$ cat src/wcc_pkg.sv
package wcc_pkg;

    localparam int KERNEL_MAX    = 5;
    localparam int COEF_N        = KERNEL_MAX * KERNEL_MAX;
    localparam int STRIDE_MAX    = 8192;
    localparam int HISTORY_DEPTH = 40960;
    localparam int HIST_AW       = $clog2(HISTORY_DEPTH);
    localparam int APB_AW        = 5;
    localparam int DIVIDEND_W    = 28;
    localparam int DIVISOR_W     = 20;

    typedef enum logic [1:0] {
        OP_COEF  = 2'd0,
        OP_BYTE  = 2'd1,
        OP_FLUSH = 2'd2,
        OP_NONE  = 2'd3
    } op_t;

    typedef enum logic [2:0] {
        REG_KERNEL_SIZE = 3'd0,
        REG_IMAGE_WIDTH = 3'd1,
        REG_CHANNELS    = 3'd2,
        REG_FRAME_BYTES = 3'd3,
        REG_DIVIDE_MODE = 3'd4,
        REG_DIVISOR     = 3'd5
    } reg_idx_t;

    localparam logic [1:0] MODE_DIVISOR = 2'd1;
    localparam logic [1:0] MODE_COEFSUM = 2'd2;

    typedef enum logic [2:0] {
        ST_IDLE,
        ST_CHECK,
        ST_ADDR,
        ST_MAC,
        ST_NORM,
        ST_DIV_WAIT,
        ST_RESULT
    } state_t;

    typedef struct packed {
        logic [2:0]  kernel_size;
        logic [11:0] image_width;
        logic [2:0]  channels;
        logic [24:0] frame_bytes;
        logic [1:0]  divide_mode;
        logic [15:0] divisor;
    } cfg_t;

    typedef struct packed {
        logic busy;
        logic dividing;
        logic result;
    } stat_t;

endpackage

$ cat src/wcc_regs.sv
module wcc_regs
    import wcc_pkg::*;
(
    input  logic              clk,
    input  logic              rst_n,
    input  logic              psel,
    input  logic              penable,
    input  logic              pwrite,
    input  logic [APB_AW-1:0] paddr,
    input  logic [31:0]       pwdata,
    output logic [31:0]       prdata,
    output logic              pready,
    output cfg_t              cfg
);

    cfg_t       cfg_reg;
    logic [2:0] idx;
    logic       wr_en;

    assign idx    = paddr[APB_AW-1:2];
    assign wr_en  = psel && penable && pwrite;
    assign pready = 1'b1;
    assign cfg    = cfg_reg;

    always_ff @(posedge clk or negedge rst_n)
    begin
        if (!rst_n)
        begin
            cfg_reg.kernel_size <= 3'd3;
            cfg_reg.image_width <= 12'd640;
            cfg_reg.channels    <= 3'd1;
            cfg_reg.frame_bytes <= 25'd307200;
            cfg_reg.divide_mode <= 2'd0;
            cfg_reg.divisor     <= 16'd1;
        end
        else if (wr_en)
        begin
            case (idx)
                REG_KERNEL_SIZE: cfg_reg.kernel_size <= pwdata[2:0];
                REG_IMAGE_WIDTH: cfg_reg.image_width <= pwdata[11:0];
                REG_CHANNELS:    cfg_reg.channels    <= pwdata[2:0];
                REG_FRAME_BYTES: cfg_reg.frame_bytes <= pwdata[24:0];
                REG_DIVIDE_MODE: cfg_reg.divide_mode <= pwdata[1:0];
                REG_DIVISOR:     cfg_reg.divisor     <= pwdata[15:0];
                default:         ;
            endcase
        end
    end

    always_comb
    begin
        case (idx)
            REG_KERNEL_SIZE: prdata = {29'd0, cfg_reg.kernel_size};
            REG_IMAGE_WIDTH: prdata = {20'd0, cfg_reg.image_width};
            REG_CHANNELS:    prdata = {29'd0, cfg_reg.channels};
            REG_FRAME_BYTES: prdata = {7'd0, cfg_reg.frame_bytes};
            REG_DIVIDE_MODE: prdata = {30'd0, cfg_reg.divide_mode};
            REG_DIVISOR:     prdata = {16'd0, cfg_reg.divisor};
            default:         prdata = 32'd0;
        endcase
    end

endmodule

$ cat config.mk
export PLATFORM = sky130hd
export DESIGN_NAME = wcc_regs
export DESIGN_NICKNAME = d
export VERILOG_FILES = /design/src/wcc_pkg.sv /design/src/wcc_regs.sv
export SDC_FILE = /design/constraint.sdc
export NUM_CORES = 1
export LEC_CHECK = 0
export CAP_MARGIN = 5
export CORE_AREA = 2 2 91 102
export DETAILED_ROUTE_END_ITERATION = 10
export DIE_AREA = 0 0 93 104
export DONT_BUFFER_PORTS = 1
export PLACE_DENSITY = 0.59
export SLEW_MARGIN = 40
export SYNTH_ARGS = -nofsm -noshare
export SYNTH_HDL_FRONTEND = slang
export SYNTH_SLANG_ARGS = --single-unit
$ cat constraint.sdc
create_clock -name clk -period 1.91 [get_ports clk]
set_input_delay 0.0955 -clock clk [delete_from_list [all_inputs] [get_ports clk]]
set_output_delay 0.0955 -clock clk [all_outputs]
set_load 0.01 [all_outputs]
==> results.md, run 1 <==
- Top-area cell type share of the netlist area: 42.9%
- Critical path endpoint: prdata[7]
- Clock Latency Late Sink: 0.34 ns
- Die extent in y: 104 um
- Final setup violation count: 0
- Leading post-synthesis cells by cell area: sky130_fd_sc_hd__dfrtp_1 (43%), sky130_fd_sc_hd__mux2_2 (20%), sky130_fd_sc_hd__dfstp_2 (8.8%), sky130_fd_sc_hd__mux2i_1 (4.4%), sky130_fd_sc_hd__mux2_1 (3.8%)
- Total count of hold-check failures in the final report: 0
- Net count, final: 293
- Number of vias per cell: 5.05
- Complex-gate fraction of the synthesized area: 4.54%
- Setup Total Neg Slack: 0 ns
- Cell at the root of the clock tree: sky130_fd_sc_hd__clkbuf_8
- Count of distinct cell types in the synthesized netlist: 31
- VDD IR max: 0.373 mV
- DRC viols: 0
- Post-place setup slack: 0.564 ns
- Register-to-register setup slack: 1.04 ns
- Number of CTS-inserted buffers: 9
- Min-Delay Path Class: in -> reg
- Area overhead of the layout relative to synthesis: 17.1%
- Register area share after synthesis: 51.7%
- First-pass DRT Iterations: 4
- Number of top-level pins: 136
- Leakage power: 1.52 nW
- Post-placement cell area: 3030 sq um
- GR Overflow Total: 0
- Launching element type of the critical path: flop
- PortBufs: 0
- Power per cell area: 984 nW/um^2
- Largest family of logic cells by synthesized area: multiplexers
- Finished layout cell area: 3480 sq um
- Per-instance average area after synthesis: 13.2 sq um
- Synthesis-stage register bit count: 61
- Worst-path maximum fanout: 3
- Total core area: 8650 sq um
- Synth Area in Simple Gates: 10.3%
- Fmax: 0.590 GHz
- Estimated wirelength of the detail-placed design: 4.64 mm
- Final worst path period need: 1.70 ns
- Wire length of the first global-routing pass: 11.3 mm
- Row count: 36
- Vias in the first global route: 2033
- Netlist area before placement: 2980 sq um
- Final worst path period share: 88.8%
- Post-synth EDFFs: 0
- Buffer levels on the longest clock path: 2
- WL per Instance: 19.6 um
- Global placement routability congestion: 0.721
- Final count of pins violating max slew: 0
- CTS tree: built
- Overall die width: 93 um
- Source of the worst hold timing path: paddr[4]
- Global-route usage over all layers: 15.5%
- Count of antenna-violating nets left after detailed routing: 0
- Share of flip-flops with an asynchronous set or reset: 100%
- Nature of the critical path endpoint: primary output
- Fraction of layout instances using a drive strength above 1: 35.9%
- Initial DRC count: 69
- Path depth of the worst reg2reg path: 1
- Startpoint of the worst register-to-register path: cfg[49]$_DFFE_PN0P_
- Maximum number of pins on one net before global-route repair: 62
- Fraction of synthesized area in multiplexers: 28.6%
- Yosys top cell by area: sky130_fd_sc_hd__dfrtp_1
- Cts hold-fix bufs: 27
- Parity-gate share of the synthesized area counting xor and xnor cells: 0%
- Kind of critical path: reg -> out
- Dominant cell by count in the synthesized netlist: sky130_fd_sc_hd__mux2_2
- PnR worst setup slack: 0.214 ns
- Final cell utilization of the core: 40.3%
- Data required, critical path: 1.81 ns
- Syn. warnings: 0
- Cells resized by post-CTS repair: 0
- Worst-margin pin slew: 0.739 ns
- Critical Path Source: cfg[53]$_DFFE_PN1P_
- Max reg flops: 61
- Worst setup skew after layout: 0 ns
- Capture instance of the worst register-to-register path: cfg[49]$_DFFE_PN0P_
- CTS H-tree lvls: 3
- Status: completed
- Die area: 9670 sq um
- N_diodes: 0
- Final wirelength: 7.25 mm
- Top cell types by occurrence after synthesis: sky130_fd_sc_hd__mux2_2 (52), sky130_fd_sc_hd__dfrtp_1 (51), sky130_fd_sc_hd__buf_4 (14)
- RSZ-0062 raised after global routing: no
- Antenna violations before repair: 0
- Setup bufs post-CTS: 0
- Worst Path Arrival: 1.60 ns
- Clock tree sinks: 61
- Max_slew headroom: 50.6%
- Leading register cell type out of synthesis: sky130_fd_sc_hd__dfrtp_1
- Number of instances in the synthesized netlist: 226
- Max Cap Viol: 0
- Detailed-route via count: 1867
- Initial core utilization: 34.4%
- Clock transition at the registers of the reported paths: 0.07 ns
- Adder-cell share of the synthesized area: 0%
-- metrics by stage --
step	instances	power, mW	hold slack, ns
2_1_floorplan	232	2.28	-0.200
3_3_place_gp	327	2.36	-0.198
3_5_place_dp	327	2.38	-0.199
4_1_cts	370	3.48	0.0288
5_1_grt	370	3.62	0.0349
6_report	370	3.43	0.0513
-- logic make-up after synthesis --
group	count (synthesis)
mux	76
flops	61
simple gates	47
buf+inv	22
compound gates	18
other cells	2
-- area by class of cell --
class,instances,area [sq um]
tap,114,143
sequential,61,1540
timing repair buffer,29,315
clock inverter,2,10.0
inverter,1,3.75
multi-input combinational,149,1320
fill,843,5160
clock buffer,14,153
-- placed cells by master, fill, tap and decap left out, drive strengths merged, types with 2 or more instances in the layout --
| cell | n |
|---|---|
| mux2 | 62 |
| nor2 | 4 |
| a21boi | 9 |
| a22oi | 4 |
| nand4b | 2 |
| nor2b | 6 |
| dfrtp | 51 |
| dlygate4sd3 | 26 |
| clkbuf | 14 |
| nand2b | 2 |
| and3 | 9 |
| conb | 8 |
| mux2i | 13 |
| or2 | 9 |
| dfstp | 10 |
| clkinv | 2 |
| buf | 3 |
| nand2 | 10 |
-- routing by layer --
metal	share of wire, %	global-route usage [%]
met3	7.1	5.22
met4	2.0	7.25
met5	0	0
met1	41	18.1
met2	50	25.3
-- how the worst min path moves through the flow --
stage	endpoint	slack, ns	cells after the start
floorplan	cfg[10]$_DFFE_PN0P_	-0.20	0
global placement	cfg[42]$_DFFE_PN0P_	-0.20	0
detailed placement	cfg[39]$_DFFE_PN0P_	-0.20	0
CTS	cfg[59]$_DFFE_PN1P_	0.03	2
global route	cfg[59]$_DFFE_PN1P_	0.03	2
finish	cfg[58]$_DFFE_PN1P_	0.05	2
-- power by group --
| group | total [mW] | switching, mW | internal [mW] |
|---|---|---|---|
| logic | 0.495 | 0.193 | 0.301 |
| registers | 1.94 | 0.359 | 1.58 |
| clock network | 0.997 | 0.492 | 0.505 |
| total | 3.43 | 1.04 | 2.38 |
-- worst max-delay path, cell delays in order (launching register included) --
cell                       delay [ns]
sky130_fd_sc_hd__dfstp_2         0.57
sky130_fd_sc_hd__mux2i_1         0.07
sky130_fd_sc_hd__or2_2           0.27
sky130_fd_sc_hd__a21boi_0        0.35
Note: power is estimated with default switching activity, not from simulation.
==> inputs of run 2 (changes only) <==
Settings changed: PLACE_DENSITY 0.59 to not set.
==> run 2 against run 1 <==
Net effect: sequential power about the same; sequential cell count unchanged; clock power about the same; highest routed layer unchanged; setup slack improved by 0.032 ns; worst hold slack improved by 0.0050 ns.
==> results.md, run 2 (same netlist as run 1, synthesis figures left out) <==
- Grt met3 use: 5.94% (+0.72 points)
- Worst setup skew after layout: 0 ns (unchanged)
- Data required, critical path: 1.81 ns (about the same)
- Launching element type of the critical path: flop
- Relative contribution of combinational cells to total power: 14.5% (about the same)
- Critical Path Source: cfg[53]$_DFFE_PN1P_
- Max Cap Viol: 0 (unchanged)
- Leakage power: 1.53 nW (+1.0%)
- Estimated wirelength of the detail-placed design: 4.88 mm (+5.2%)
- Antenna violations before repair: 0 (unchanged)
- Max reg flops: 61 (unchanged)
- Number of top-level pins: 136 (unchanged)
- Sequential share of power: 56.4% (about the same)
- Finished layout cell area: 3510 sq um (+0.61%)
- Number of CTS-inserted buffers: 9 (unchanged)
- Capture instance of the worst register-to-register path: cfg[50]$_DFFE_PN0P_
- Cell at the root of the clock tree: sky130_fd_sc_hd__clkbuf_8
- Critical path endpoint: prdata[7]
- Portion of total power attributed to the clock network: 29.1% (about the same)
- Int Pwr: 2.41 mW (+1.2%)
- Power per cell area: 979 nW/um^2 (-0.46%)
- Most frequent cells in the layout: sky130_fd_sc_hd__mux2_2 (52), sky130_fd_sc_hd__dfrtp_1 (51), sky130_fd_sc_hd__dlygate4sd3_1 (26)
- Setup bufs post-CTS: 0 (unchanged)
- Worst Path Arrival: 1.57 ns (-0.03 ns)
- Register-to-register setup slack: 1.06 ns (+0.02 ns)
- VDD IR max: 0.513 mV (+38%)
- Total core area: 8650 sq um (unchanged)
- Post-place setup slack: 0.536 ns (-0.0276 ns)
- Cts hold-fix bufs: 27 (unchanged)
- Final hold slack: 0.0562 ns (+0.00498 ns)
- DRC viols: 0 (unchanged)
- Global placement routability congestion: 0.698 (-3.3%)
- Proportion of total power due to net switching: 29.7% (-0.72 points)
- Nature of the critical path endpoint: primary output
- Leading cell type in the layout, fill and taps excluded: sky130_fd_sc_hd__mux2_2
- Startpoint of the worst register-to-register path: cfg[50]$_DFFE_PN0P_
- Area overhead of the layout relative to synthesis: 17.8%
- Overall die width: 93 um (unchanged)
- Met2 routing resource usage after global routing: 26.6% (+1.2 points)
- Number of vias per cell: 5.13 (+1.6%)
- Row count: 36 (unchanged)
- Initial DRC count: 104 (+51%)
- CTS tree: built
- N_diodes: 0 (unchanged)
- Cells resized by post-CTS repair: 0 (unchanged)
- Worst-margin pin slew: 0.702 ns (-0.0370 ns)
- First-pass DRT Iterations: 4 (unchanged)
- Global-route usage over all layers: 16.1% (+0.64 points)
- Min-Delay Path Class: in -> reg
- Wire length of the first global-routing pass: 11.7 mm (+3.8%)
- CTS H-tree lvls: 3 (unchanged)
- WL per Instance: 19.8 um (+0.98%)
- Kind of critical path: reg -> out
- Detailed-route via count: 1902 (+1.9%)
- RSZ-0062 raised after global routing: no
- PnR worst setup slack: 0.246 ns (+0.0320 ns)
- GR Overflow Total: 0 (unchanged)
- Die extent in y: 104 um (unchanged)
- Final count of pins violating max slew: 0 (unchanged)
- Initial core utilization: 34.4% (unchanged)
- Net switching power: 1.02 mW (-2.2%)
- Status: completed
- Final worst path period need: 1.66 ns (-0.0320 ns)
- Max_slew headroom: 53.1% (+2.5 points)
- Clock tree sinks: 61 (unchanged)
- Global routing met1 resource utilization: 18.4% (+0.30 points)
- Layer with the highest usage: met2
- Path depth of the worst reg2reg path: 1 (unchanged)
- Final wirelength: 7.34 mm (+1.3%)
- Vias in the first global route: 2100 (+3.3%)
- PortBufs: 0 (unchanged)
- Fmax: 0.601 GHz (+1.9%)
- Final worst path period share: 87.1% (-1.7 points)
- Clock Latency Late Sink: 0.34 ns (about the same)
- Buffer levels on the longest clock path: 2 (unchanged)
- Fraction of layout instances using a drive strength above 1: 37.0% (+1.0 points)
- Maximum number of pins on one net before global-route repair: 62 (unchanged)
- Final setup violation count: 0 (unchanged)
- Setup Total Neg Slack: 0 ns (unchanged)
- Clock transition at the registers of the reported paths: 0.07 ns (about the same)
- Worst-path maximum fanout: 3 (unchanged)
- Count of antenna-violating nets left after detailed routing: 0 (unchanged)
- Final cell utilization of the core: 40.5% (+0.25 points)
- Net count, final: 295 (+0.68%)
- Total count of hold-check failures in the final report: 0 (unchanged)
- Die area: 9670 sq um (unchanged)
- Post-placement cell area: 3050 sq um (+0.49%)
## run 2: layout make-up
class / count / area, sq um
multi-input cells: 149 / 1320
well taps: 114 / 143
fillers: 842 / 5140
flip-flops and latches: 61 / 1540
clock inverters: 2 / 10.0
inverters: 1 / 3.75
clock buffers: 13 / 159
repair buffers: 31 / 330
## run 2: worst min path at each step
stage | start | to | slack, ns | cells past startpoint
floorplan | rst_n | cfg[10]$_DFFE_PN0P_ | -0.20 | 0
global placement | rst_n | cfg[1]$_DFFE_PN0P_ | -0.20 | 0
detailed placement | rst_n | cfg[19]$_DFFE_PN0P_ | -0.20 | 0
CTS | paddr[3] | cfg[60]$_DFFE_PN0P_ | 0.03 | 2
global route | paddr[4] | cfg[60]$_DFFE_PN0P_ | 0.03 | 2
finish | paddr[3] | cfg[60]$_DFFE_PN0P_ | 0.06 | 2
## run 2: metal layers
| metal | vias up | share of wire, % |
|---|---|---|
| met2 | 76 | 51 |
| li1 | 838 | - |
| met4 | 0 | 2.0 |
| met5 | - | 0 |
| met3 | 12 | 7.4 |
| met1 | 976 | 40 |
## run 2: through the flow
stage / instances / total power [mW]
finish: 371 / 3.43
global route: 371 / 3.66
CTS: 371 / 3.50
detailed placement: 329 / 2.39
global placement: 329 / 2.36
floorplan: 232 / 2.28
## run 2: power groups by stage
stage          Combinational, mW  Sequential (mW)  Clock, mW
2_1_floorplan              0.403             1.88          0
3_3_place_gp               0.403             1.96          0
3_5_place_dp               0.420             1.97          0
4_1_cts                    0.507             1.94       1.05
5_1_grt                    0.559             1.98       1.12
6_report                   0.499             1.94      0.998
## run 2: worst max-delay path, stage by stage (launching register included)
cell	delay, ns
sky130_fd_sc_hd__dfstp_2	0.57
sky130_fd_sc_hd__mux2i_1	0.07
sky130_fd_sc_hd__or2_2	0.27
sky130_fd_sc_hd__a21boi_0	0.32
